## config.mk

```make
export PLATFORM = sky130hd
export DESIGN_NAME = line_edit_buffer
export DESIGN_NICKNAME = d
export VERILOG_FILES = /design/src/sv/leb_pkg.sv /design/src/sv/leb_ram.sv /design/src/sv/leb_ctrl.sv /design/src/sv/leb_datapath.sv /design/src/sv/line_edit_buffer.sv
export SDC_FILE = /design/constraint.sdc
export NUM_CORES = 2
export LEC_CHECK = 0
export ABC_AREA = 0
export BUFFER_PORTS_ARGS = -buffer_cell sky130_fd_sc_hd__buf_2
export CORE_UTILIZATION = 55
export CTS_BUF_LIST = sky130_fd_sc_hd__clkbuf_4
export DETAILED_ROUTE_END_ITERATION = 7
export PLACE_DENSITY = 0.72
export SLEW_MARGIN = 20
export SYNTH_ARGS = -nofsm -noshare
export SYNTH_HDL_FRONTEND = slang
export SYNTH_SLANG_ARGS = --single-unit
```

## constraint.sdc

```tcl
create_clock -name clk -period 11.5 [get_ports clk]
set_input_delay 0.575 -clock clk [delete_from_list [all_inputs] [get_ports clk]]
set_output_delay 0.575 -clock clk [all_outputs]
set_load 0.1 [all_outputs]
```

## src/sv/leb_pkg.sv

```systemverilog
// ----------------------------------------------------------------------------
// leb_pkg
// Shared types and key codes for the line edit buffer.
// ----------------------------------------------------------------------------
package leb_pkg;

  localparam logic [7:0] KEY_BACKSPACE = 8'h08;
  localparam logic [7:0] KEY_NEWLINE   = 8'h0A;
  localparam logic [7:0] KEY_LEFT      = 8'h83;
  localparam logic [7:0] KEY_RIGHT     = 8'h84;

  localparam logic FUNC_EDIT = 1'b0;
  localparam logic FUNC_READ = 1'b1;

  typedef enum logic [2:0] {
    OP_READ,
    OP_INSERT,
    OP_BACKSPACE,
    OP_NEWLINE,
    OP_LEFT,
    OP_RIGHT
  } leb_op_t;

  typedef enum logic [2:0] {
    ST_IDLE,
    ST_EXEC,
    ST_RD_WAIT,
    ST_SH_RD,
    ST_SH_WR,
    ST_INS_WR,
    ST_BS_FIN,
    ST_DONE
  } leb_state_t;

  // Commands from the controller to the datapath.
  typedef struct packed {
    logic latch;
    logic exec;
    logic rd_cap;
    logic sh_rd;
    logic sh_wr;
    logic ins_wr;
    logic bs_fin;
    logic out_load;
  } leb_cmd_t;

  // Status from the datapath to the controller.
  typedef struct packed {
    leb_op_t op;
    logic    full;
    logic    at_end;
    logic    cur_zero;
    logic    last;
  } leb_status_t;

  function automatic leb_op_t decode_op(input logic func, input logic [7:0] key);
    leb_op_t op;
    if (func == FUNC_READ) begin
      op = OP_READ;
    end else begin
      case (key)
        KEY_BACKSPACE: op = OP_BACKSPACE;
        KEY_NEWLINE:   op = OP_NEWLINE;
        KEY_LEFT:      op = OP_LEFT;
        KEY_RIGHT:     op = OP_RIGHT;
        default:       op = OP_INSERT;
      endcase
    end
    return op;
  endfunction

endpackage

```

## src/sv/leb_ram.sv

```systemverilog
// ----------------------------------------------------------------------------
// leb_ram
// Generic RAM with one write port and one registered read port.
// ----------------------------------------------------------------------------
module leb_ram #(
  parameter int WIDTH = 8,
  parameter int DEPTH = 256
) (
  input  logic                     clk,
  input  logic                     we,
  input  logic [$clog2(DEPTH)-1:0] waddr,
  input  logic [WIDTH-1:0]         wdata,
  input  logic                     re,
  input  logic [$clog2(DEPTH)-1:0] raddr,
  output logic [WIDTH-1:0]         rdata
);

  logic [WIDTH-1:0] mem [DEPTH];

  always_ff @(posedge clk) begin
    if (we) begin
      mem[waddr] <= wdata;
    end
    if (re) begin
      rdata <= mem[raddr];
    end
  end

endmodule

```

## src/sv/leb_ctrl.sv

```systemverilog
// ----------------------------------------------------------------------------
// leb_ctrl
// Sequencer for the line edit buffer: steps each item through decode,
// the tail shift over the line RAM, and the result register.
// ----------------------------------------------------------------------------
module leb_ctrl (
  input  logic                clk,
  input  logic                rst,
  input  logic                s_tvalid,
  output logic                s_tready,
  output logic                m_tvalid,
  input  logic                m_tready,
  input  leb_pkg::leb_status_t stat,
  output leb_pkg::leb_cmd_t    cmd
);
  import leb_pkg::*;

  leb_state_t state, state_next;
  logic       out_free;

  assign out_free = !m_tvalid || m_tready;

  always_ff @(posedge clk) begin
    if (rst) begin
      state <= ST_IDLE;
    end else begin
      state <= state_next;
    end
  end

  always_comb begin
    state_next = state;
    case (state)
      ST_IDLE: begin
        if (s_tvalid) state_next = ST_EXEC;
      end
      ST_EXEC: begin
        case (stat.op)
          OP_READ: state_next = ST_RD_WAIT;
          OP_INSERT: begin
            if (stat.full)        state_next = ST_DONE;
            else if (stat.at_end) state_next = ST_INS_WR;
            else                  state_next = ST_SH_RD;
          end
          OP_BACKSPACE: begin
            if (stat.cur_zero)    state_next = ST_DONE;
            else if (stat.at_end) state_next = ST_BS_FIN;
            else                  state_next = ST_SH_RD;
          end
          default: state_next = ST_DONE;
        endcase
      end
      ST_RD_WAIT: state_next = ST_DONE;
      ST_SH_RD:   state_next = ST_SH_WR;
      ST_SH_WR: begin
        if (stat.last) begin
          state_next = (stat.op == OP_INSERT) ? ST_INS_WR : ST_BS_FIN;
        end else begin
          state_next = ST_SH_RD;
        end
      end
      ST_INS_WR: state_next = ST_DONE;
      ST_BS_FIN: state_next = ST_DONE;
      ST_DONE: begin
        if (out_free) state_next = ST_IDLE;
      end
      default: state_next = ST_IDLE;
    endcase
  end

  always_comb begin
    cmd          = '0;
    cmd.latch    = (state == ST_IDLE) && s_tvalid;
    cmd.exec     = (state == ST_EXEC);
    cmd.rd_cap   = (state == ST_RD_WAIT);
    cmd.sh_rd    = (state == ST_SH_RD);
    cmd.sh_wr    = (state == ST_SH_WR);
    cmd.ins_wr   = (state == ST_INS_WR);
    cmd.bs_fin   = (state == ST_BS_FIN);
    cmd.out_load = (state == ST_DONE) && out_free;
  end

  assign s_tready = (state == ST_IDLE);

  always_ff @(posedge clk) begin
    if (rst) begin
      m_tvalid <= 1'b0;
    end else if (cmd.out_load) begin
      m_tvalid <= 1'b1;
    end else if (m_tready) begin
      m_tvalid <= 1'b0;
    end
  end

`ifndef SYNTHESIS
  a_load_only_when_free: assert property (@(posedge clk) disable iff (rst)
    cmd.out_load |-> (!m_tvalid || m_tready))
    else $error("result loaded over a pending transfer");

  a_valid_from_done: assert property (@(posedge clk) disable iff (rst)
    $rose(m_tvalid) |-> $past(state == ST_DONE))
    else $error("result valid raised outside the done step");

  a_result_held: assert property (@(posedge clk) disable iff (rst)
    (m_tvalid && !m_tready) |=> m_tvalid)
    else $error("result valid dropped before its transfer");
`endif

endmodule

```

## src/sv/leb_datapath.sv

```systemverilog
// ----------------------------------------------------------------------------
// leb_datapath
// Cursor, length, shift pointer, line RAM and result register of the line
// edit buffer.
// ----------------------------------------------------------------------------
module leb_datapath #(
  parameter int LINE_SIZE = 256
) (
  input  logic                 clk,
  input  logic                 rst,
  input  logic                 s_func,
  input  logic [15:0]          s_data,
  output logic [31:0]          m_data,
  input  leb_pkg::leb_cmd_t    cmd,
  output leb_pkg::leb_status_t stat
);
  import leb_pkg::*;

  localparam int AW = $clog2(LINE_SIZE);
  localparam int CW = $clog2(LINE_SIZE + 1);
  localparam logic [CW-1:0] LINE_MAX = CW'(LINE_SIZE);

  logic          func_q;
  logic [7:0]    key_q;
  logic [7:0]    idx_q;
  logic [CW-1:0] cursor;
  logic [CW-1:0] length;
  logic [CW-1:0] ptr;
  logic          status_q;
  logic [7:0]    rdata;

  leb_op_t       op;
  logic [CW-1:0] ptr_m1;
  logic [CW-1:0] ptr_p1;
  logic [CW+7:0] idx_w;
  logic [CW+7:0] len_w;
  logic          in_range;
  logic [CW+8:0] cur_ext;
  logic [CW+8:0] len_ext;

  logic          ram_we;
  logic [AW-1:0] ram_waddr;
  logic [7:0]    ram_wdata;
  logic          ram_re;
  logic [AW-1:0] ram_raddr;
  logic [7:0]    ram_q;

  assign op       = decode_op(func_q, key_q);
  assign ptr_m1   = ptr - 1'b1;
  assign ptr_p1   = ptr + 1'b1;
  assign idx_w    = {{CW{1'b0}}, idx_q};
  assign len_w    = {8'd0, length};
  // A position below the length is always below the line size as well.
  assign in_range = idx_w < len_w;
  assign cur_ext  = {9'd0, cursor};
  assign len_ext  = {9'd0, length};

  assign stat.op       = op;
  assign stat.full     = (length == LINE_MAX);
  assign stat.at_end   = (cursor == length);
  assign stat.cur_zero = (cursor == '0);
  assign stat.last     = (op == OP_INSERT) ? (ptr_m1 == cursor) : (ptr_p1 == length);

  // Insert moves the tail upward starting from the top; backspace moves it
  // down starting from the cursor. Each element takes a read and a write.
  always_comb begin
    ram_re    = 1'b0;
    ram_raddr = idx_w[AW-1:0];
    if (cmd.exec && (op == OP_READ) && in_range) begin
      ram_re = 1'b1;
    end else if (cmd.sh_rd) begin
      ram_re    = 1'b1;
      ram_raddr = (op == OP_INSERT) ? ptr_m1[AW-1:0] : ptr[AW-1:0];
    end
  end

  always_comb begin
    ram_we    = 1'b0;
    ram_waddr = cursor[AW-1:0];
    ram_wdata = key_q;
    if (cmd.sh_wr) begin
      ram_we    = 1'b1;
      ram_waddr = (op == OP_INSERT) ? ptr[AW-1:0] : ptr_m1[AW-1:0];
      ram_wdata = ram_q;
    end else if (cmd.ins_wr) begin
      ram_we = 1'b1;
    end
  end

  leb_ram #(
    .WIDTH (8),
    .DEPTH (LINE_SIZE)
  ) u_ram (
    .clk   (clk),
    .we    (ram_we),
    .waddr (ram_waddr),
    .wdata (ram_wdata),
    .re    (ram_re),
    .raddr (ram_raddr),
    .rdata (ram_q)
  );

  always_ff @(posedge clk) begin
    if (cmd.latch) begin
      func_q <= s_func;
      key_q  <= s_data[7:0];
      idx_q  <= s_data[15:8];
    end
  end

  always_ff @(posedge clk) begin
    if (rst) begin
      cursor <= '0;
      length <= '0;
    end else if (cmd.exec) begin
      case (op)
        OP_NEWLINE: cursor <= '0;
        OP_LEFT:    if (!stat.cur_zero) cursor <= cursor - 1'b1;
        OP_RIGHT:   if (!stat.at_end) cursor <= cursor + 1'b1;
        default:    ;
      endcase
    end else if (cmd.ins_wr) begin
      cursor <= cursor + 1'b1;
      length <= length + 1'b1;
    end else if (cmd.bs_fin) begin
      cursor <= cursor - 1'b1;
      length <= length - 1'b1;
    end
  end

  always_ff @(posedge clk) begin
    if (cmd.exec) begin
      ptr      <= (op == OP_INSERT) ? length : cursor;
      status_q <= (op == OP_INSERT) && stat.full;
      rdata    <= 8'd0;
    end else begin
      if (cmd.sh_wr) begin
        ptr <= (op == OP_INSERT) ? ptr_m1 : ptr_p1;
      end
      if (cmd.rd_cap && in_range) begin
        rdata <= ram_q;
      end
    end
  end

  always_ff @(posedge clk) begin
    if (cmd.out_load) begin
      m_data <= {5'd0, rdata, status_q, len_ext[8:0], cur_ext[8:0]};
    end
  end

`ifndef SYNTHESIS
  a_cursor_in_line: assert property (@(posedge clk) disable iff (rst)
    cursor <= length)
    else $error("cursor beyond line length");

  a_length_in_size: assert property (@(posedge clk) disable iff (rst)
    length <= LINE_MAX)
    else $error("line length beyond line size");

  a_write_in_line: assert property (@(posedge clk) disable iff (rst)
    ram_we |-> ({{(CW > AW ? CW - AW : 0){1'b0}}, ram_waddr} <= {1'b0, length}))
    else $error("line write beyond the held length");
`endif

endmodule

```

## src/sv/line_edit_buffer.sv

```systemverilog
// ----------------------------------------------------------------------------
// line_edit_buffer
// Terminal line-editing store driven by key bytes, with cursor, length and
// an indexed read of the line.
//
//   channel  dir  handshake          payload
//   s_*      in   s_tvalid/s_tready  s_tuser = func, s_tdata = key, read_index
//   m_*      out  m_tvalid/m_tready  m_tdata = cursor_pos, line_length,
//                                    status, read_data
//
// Cursor moves, newline, full inserts and backspace at the head of the line
// go from decode straight to the result; a read first waits for the RAM.
// Other inserts and backspaces shift the tail before the result: it moves one
// entry per read/write pair through the single-write, registered-read line RAM.
// Reset clears cursor and length only; the line RAM needs no clearing pass.
// A new item is taken while a result waits; its result is held back until
// the output register is free.
// ----------------------------------------------------------------------------
module line_edit_buffer #(
  parameter int LINE_SIZE = 256
) (
  input  logic        clk,
  input  logic        rst,
  input  logic        s_tvalid,
  output logic        s_tready,
  input  logic [15:0] s_tdata,  // [7:0] key, [15:8] read_index
  input  logic        s_tuser,  // [0] func
  output logic        m_tvalid,
  input  logic        m_tready,
  output logic [31:0] m_tdata   // [8:0] cursor_pos, [17:9] line_length,
                                // [18] status, [26:19] read_data, rest zero
);
  import leb_pkg::*;

  leb_cmd_t    cmd;
  leb_status_t stat;

  leb_ctrl u_ctrl (
    .clk      (clk),
    .rst      (rst),
    .s_tvalid (s_tvalid),
    .s_tready (s_tready),
    .m_tvalid (m_tvalid),
    .m_tready (m_tready),
    .stat     (stat),
    .cmd      (cmd)
  );

  leb_datapath #(
    .LINE_SIZE (LINE_SIZE)
  ) u_datapath (
    .clk    (clk),
    .rst    (rst),
    .s_func (s_tuser),
    .s_data (s_tdata),
    .m_data (m_tdata),
    .cmd    (cmd),
    .stat   (stat)
  );

endmodule

```

Word level (Yosys, flattened, before mapping):

Memory sizes are Yosys's and may differ from the RTL's. A register that Yosys moved wholly into a read port is not among the register bits.
Cells that the tools add are included.

* memories kept: 1
* bits in writable memories: 2048
* logic and storage cells: 103
* input port bits: 21
* register bits after elaboration: 84
* output and inout port bits: 34

Memory list
* u_datapath.u_ram.mem: depth 256, width 8, read ports 1, clocked after Yosys merged registers in 1, write ports 1, RTL line leb_ram.sv:18 `logic [WIDTH-1:0] mem [DEPTH];`

* mux-type cells: 39
* add/subtract/negate cells: 6
* reduce and logical (&&, ||, !) cells: 19
* equal/unequal tests: 25
* $lt $le $gt $ge: 1
* bitwise operators: 1

Operators with widths (count)
* 9-bit two-way mux: 11
* 8-bit two-way mux: 6
* 9-bit by 1-bit adder with 9-bit output, second input constant: 3
* 9-bit == test: 3
* 9-bit case mux with 3 select lines: 1
* 9-bit by 1-bit subtractor with 9-bit output, second input constant: 3
* 3-bit two-way mux: 8
* 3-bit == test, second input constant: 6
* 3-bit case mux with 6 select lines: 1
* 8-bit by 4-bit == test with 1-bit output, second input constant: 2
* 8-bit == test, second input constant: 2
* 3-bit by 2-bit == test with 1-bit output, second input constant: 4
* 3-bit case mux with 4 select lines: 1
* 9-bit == test, second input constant: 1
* 9-bit logical NOT: 1
* 8-bit by 9-bit less-than comparator with 1-bit output: 1
* 1-bit two-way mux: 9
* 3-bit case mux with 3 select lines: 1
* 3-bit by 1-bit == test with 1-bit output, second input constant: 2
* 1-bit logical AND: 6
* 3-bit logical NOT: 2
* 3-bit inequality test, second input constant: 2
* 2-bit nonzero test: 3
* 4-bit inequality test, second input constant: 1
* 10 further kinds: 11

Longest topological paths before layout:

* word-level depth: 7
* gate-level depth with buffers: 19
* gate-level depth less buffers: 14

Cells and area by module:

Synthesis repeated with hierarchy kept, for this count alone.

* cell total of the unflattened synthesis: 4353
* area, all modules: 85680.9 um2

By module, submodules not included
* leb_ram: sequential area each 61739.2 um2, cells an instance 3733, instances 1, area an instance 79636.4 um2
* leb_datapath: sequential area each 2142.1 um2, cells an instance 578, instances 1, area an instance 5695.5 um2
* leb_ctrl: sequential area each 80.1 um2, cells an instance 42, instances 1, area an instance 349.1 um2

Worst setup path before layout:

OpenSTA, ideal clock, no wires.

* path type: register -> register
* start point: reg u_ctrl.state[0]
* end point: mem u_datapath.u_ram.mem[0][0] (data pin)
* required time: 10677 ps
* clock period less this slack: 5564 ps
* cell stages (with the launch flop): 9
* setup slack: 5936 ps
* setup time: 823 ps
* arrival: 4742 ps
* cells stage by stage: dfxtp_1 buf_2 nor2_1 and2_1 clkbuf_1 clkbuf_1 clkbuf_1 nand2_1 nand2_1

* longest elaborated chain between the ends: 2

Ends and longest elaborated chain
* from (decl): RTL line leb_ctrl.sv:18 `leb_state_t state, state_next;`
* from (signal assigned): RTL line leb_ctrl.sv:27 `state <= state_next;`
* 3-bit == test: RTL line leb_ctrl.sv:77 `cmd.sh_wr = (state == ST_SH_WR);`
* 8-bit two-way mux: RTL line leb_datapath.sv:81 `if (cmd.sh_wr) begin`
* via u_datapath.ram_wdata[0]: RTL line leb_datapath.sv:43 `logic [7:0] ram_wdata;`
* to (decl): RTL line leb_ram.sv:18

The timed path passes the listed nets, and every way through them passes these cells.

Final worst setup path:

* start point: reg u_datapath.key_q[7]
* end point: reg u_datapath.u_ram.rdata[7], read port of u_datapath.u_ram.mem (data pin)

* longest elaborated chain between the ends: 7
* elaborated cells on any way between the ends: 14
* those cells by class: 5 x eq/ne; 6 x mux; 3 x reduce/logical

Ends and longest elaborated chain
* from (decl): RTL line leb_datapath.sv:24 `logic [7:0] key_q;`
* from (signal assigned): RTL line leb_datapath.sv:106 `key_q <= s_data[7:0];`
* 8-bit == test or 8-bit by 4-bit == test with 1-bit output (tied branches): RTL line leb_pkg.sv:61 `case (key)`
* 3-bit case mux with 4 select lines (*): RTL line leb_pkg.sv:61
* 3-bit two-way mux (*): RTL line leb_pkg.sv:58 `if (func == FUNC_READ) begin`
* 3-bit by 1-bit == test with 1-bit output or 3-bit logical NOT (tied branches): RTL line leb_datapath.sv:73, leb_datapath.sv:69
* 8-bit two-way mux or 1-bit logical AND (tied branches): RTL line leb_datapath.sv:73, leb_datapath.sv:69
* 8-bit two-way mux or 1-bit logical AND (tied branches): RTL line leb_datapath.sv:71, leb_datapath.sv:69
* 8-bit two-way mux or 1-bit two-way mux (tied branches): RTL line leb_datapath.sv:69 `if (cmd.exec && (op == OP_READ) && in_range) begin`
* to (decl): RTL line leb_ram.sv:15 `output logic [WIDTH-1:0] rdata`

Mark *: on every way between the ends. The rest lies on a longest branch, timed or not.
A chain may end at the register's enable or synchronous reset.

==> impl_metrics.tcl <==
set metrics [dict create \
    status "completed" \
    p_comb_frac 0.287 \
    drv_cap 0 \
    relSlewSlack 0.162 \
    p_sw_mw 8.07 \
    worst_r2r_path_depth 15 \
    cellLeakagePower_nw 30.4 \
    path_common_cell "a31oi_1" \
    place_hpwl_mm 126 \
    syn_area_um2 84100 \
    fmax_mhz 152 \
    crit_path_start_kind "flip-flop" \
    startpoint "u_datapath.key_q[7]$_DFFE_PP_" \
    gr-total-overflow 0 \
    wl_mm 226 \
    synth.avg_cell_area_um2 14.9 \
    cts_tree "yes" \
    r2r-end "u_datapath.u_ram.rdata[7]$_DFFE_PP_" \
    setup_viol 0 \
    min_period_over_period 0.571 \
    period_minus_slack_ps 6570 \
    clock_skew_ps 104 \
    nets 5978 \
    io_buffer_count 49 \
    core_area_um2 152000 \
    cp-endpoint "u_datapath.u_ram.rdata[7]$_DFFE_PP_" \
    crit_cells 15 \
    synthDistinctLibCells 85 \
    pwr-share-seq 0.444 \
    yosysWarnings 0 \
    hold_path.class "in -> reg" \
    grt_max_degree 209 \
    clockRootBuffer "clkbuf_4" \
    core.rowCount 143 \
    synth-seq-cells 2140 \
    ys_async_sr_fraction 0 \
    seq_area_frac_synth 0.761 \
    cts_setup_buffers 0 \
    path_cells "nor4bb_4, a21oi_2, nand2_2, ha_1, nand2b_1, o32a_2, buf_12, buf_4, o22ai_1, a31oi_1, a22o_1, nor2_1, a31oi_1, a21oi_1, o211ai_1" \
    endpoint_kind "flip-flop" \
    dieArea_um2 154000 \
    internal-power_mw 14.7 \
    area_growth_pct 10.3 \
    setup_slack_ps 4930 \
    synth.most_common_cell "edfxtp_1" \
    r2r-start "u_datapath.key_q[7]$_DFFE_PP_" \
    fp.dieW_um 393 \
    clockPowerShare 0.269 \
    peakVddDrop_mv 0.380 \
    grt_pass1_vias 51900 \
    synth.top_cell.area_share 0.754 \
    layout-drive-gt1-share 0.155 \
    hold_violations 0 \
    grt_pass1_wl_mm 330 \
    wl_per_cell_um 27.2 \
    crit_slowest_cell "o32a_2" \
    critPathMaxFanout 142 \
    worst_ep_arrival_time_ps 7700 \
    cts_sinks 2140 \
    drc 0 \
    detail-route-antenna-nets 0 \
    yosysTopAreaCell "edfxtp_1" \
    vias 53400 \
    dp_slack_ps 5260 \
    synth_edf_count 2110 \
    critPathTopFamily "compound AO/OA/AOI/OAI gates" \
    drt_iter0_markers 7150 \
    clock_path_buffers 4 \
    grt_setup_unrepaired "false" \
    clk_latency_ps 1340 \
    slew_viol_final 0 \
    num_io_pins 55 \
    max_stage_delay_ps 850 \
    htreeDepth 6 \
    drtPass1Iterations 6 \
    crit_type "reg -> reg" \
    yosys-top-cells-area "edfxtp_1 (75%), nand2_1 (3.6%), o22ai_1 (3.0%), mux2i_1 (2.1%), nor2_1 (1.6%)" \
    finalSetupTns_ps 0 \
    p_per_area_nw_per_um2 245 \
    dieHeight_um 393 \
    synthCells 5642 \
    path_clk_slew_ps 70 \
    regToRegSetupSlack_ps 4930 \
    sw_frac_of_total 0.355 \
    cts_inserted_buffers 543 \
    via_per_inst 6.43 \
    synthFlopType "edfxtp_1" \
    netlist_top_cells_count "edfxtp_1 (2110), nand2_1 (805), o22ai_1 (409)" \
    gp_congestion 0.924 \
    cp_num_buf_inv 2 \
    cp.required_ps 12630 \
    worst_slew_pin_slew_ps 1250 \
    initial_utilization 0.553 \
    grt_usage 0.290 \
    antenna_found_initial 2 \
]
-- tightest hold or removal path, stage by stage --
cell and delay, ps:
dlygate4sd3_1 520, buf_2 120, nor4_1 50, a311oi_1 220
-- layer usage --
layer  wire, µm  share of wire  vias up  global-route usage
li1           -              -    23100                   -
met4       9530          0.042        0               0.139
met3      25500           0.11      518              0.0655
met1      84800           0.37    26300               0.392
met2     107000           0.47     3500               0.450
met5          0              0        -                   0
-- logic make-up (layout without fill, tap and decap cells) --
| family | count (synthesis) | count (layout) | synth area share |
|---|---|---|---|
| flip-flops | 2140 | 2140 | 0.761 |
| AND/OR/NAND/NOR | 1569 | 1569 | 0.0814 |
| AO/OA/AOI/OAI | 1230 | 1230 | 0.103 |
| buffers and inverters | 436 | 1068 | 0.0229 |
| multiplexers | 182 | 182 | 0.0217 |
| XOR/XNOR | 62 | 62 | 0.00646 |
| adder cells (fa/ha/maj) | 22 | 22 | 0.00336 |
| other | 1 | 12 | 0.0000446 |
-- layout make-up --
class | count | area [µm²]
clock buffer | 760 | 5710
timing repair buffer | 158 | 1340
clock inverter | 128 | 699
antenna | 7 | 17.5
sequential | 2140 | 64000
tap | 2030 | 2540
fill | 11000 | 59200
inverter | 22 | 82.6
multi-input combinational | 3070 | 18400
-- placed cells by master (no fill, tap or decap), drive strengths merged, types with 8 or more instances in the layout --
| master | synthesis | layout |
|---|---|---|
| nand2b | 9 | 9 |
| a211oi | 97 | 97 |
| ha | 21 | 21 |
| xor2 | 27 | 27 |
| nand3 | 58 | 58 |
| clkinv | 1 | 103 |
| nand2 | 806 | 806 |
| xnor2 | 35 | 35 |
| nand4 | 34 | 34 |
| a22o | 16 | 16 |
| a21o | 16 | 16 |
| a22oi | 13 | 13 |
| o221ai | 140 | 140 |
| a211o | 20 | 20 |
| o32ai | 63 | 63 |
| o211ai | 16 | 16 |
| o31ai | 44 | 44 |
| buf | 201 | 120 |
| a311oi | 111 | 111 |
| a21oi | 104 | 104 |
| o21ai | 87 | 87 |
| nor2 | 366 | 366 |
| and3 | 149 | 149 |
| bufinv | 0 | 8 |
| nor4 | 36 | 36 |
| dlygate4sd3 | 0 | 38 |
| o22ai | 409 | 409 |
| a31oi | 70 | 70 |
| inv | 21 | 38 |
| mux2i | 180 | 180 |
| nor3 | 70 | 70 |
| edfxtp | 2110 | 2110 |
| clkbuf | 213 | 760 |
| dfxtp | 30 | 30 |
-- metrics by stage --
| stage | instance area [µm²] | power, mW | std cells | hold WS (ps) | utilization |
|---|---|---|---|---|---|
| detailed placement | 85900 | 16.6 | 7381 | 430 | 0.565 |
| floorplan | 84100 | 14.5 | 5646 | 400 | - |
| finish | 92700 | 22.7 | 8315 | 235 | 0.610 |
| CTS | 92700 | 22.6 | 8307 | 120 | 0.610 |
| global placement | 85900 | 16.5 | 7381 | 427 | 0.565 |
| global route | 92700 | 23.5 | 8315 | 230 | 0.610 |
-- registers in the layout (all words and copies together), names as in the netlist, 9 cells and up --
signal	flops
u_datapath.m_data	27
u_datapath.length	9
u_datapath.cursor	9
u_datapath.u_ram.mem	2048
u_datapath.ptr	9
-- power groups by stage --
stage / sequential (mW) / combinational (mW) / clock, mW
global placement: 10.2 / 6.22 / 0
finish: 10.1 / 6.52 / 6.12
global route: 10.1 / 6.85 / 6.56
CTS: 10.1 / 6.38 / 6.18
detailed placement: 10.2 / 6.35 / 0
floorplan: 10.5 / 4.02 / 0
-- how the worst min path moves through the flow --
stage / from / endpoint / slack (ps) / cells past startpoint
2_1_floorplan: u_datapath.status_q$_DFFE_PP_ / u_datapath.m_data[18]$_DFFE_PP_ / 400 / 0
3_3_place_gp: u_datapath.rdata[6]$_SDFFE_PP0P_ / u_datapath.m_data[25]$_DFFE_PP_ / 430 / 0
5_1_grt: rst / u_datapath.length[7]$_SDFFE_PP0P_ / 230 / 3
6_report: s_tvalid / u_ctrl.state[0]$_SDFFE_PP0P_ / 230 / 4
4_1_cts: rst / u_datapath.length[6]$_SDFFE_PP0P_ / 120 / 3
3_5_place_dp: u_datapath.rdata[6]$_SDFFE_PP0P_ / u_datapath.m_data[25]$_DFFE_PP_ / 430 / 0
-- what timing repair did --
action / CTS / global route
setup endpoints to repair: 0 / 0
hold buffers: 38 / 0
hold endpoints to repair: 56 / 0
gates resized for setup: 0 / 0
Note: power is estimated with default switching activity, not from simulation.
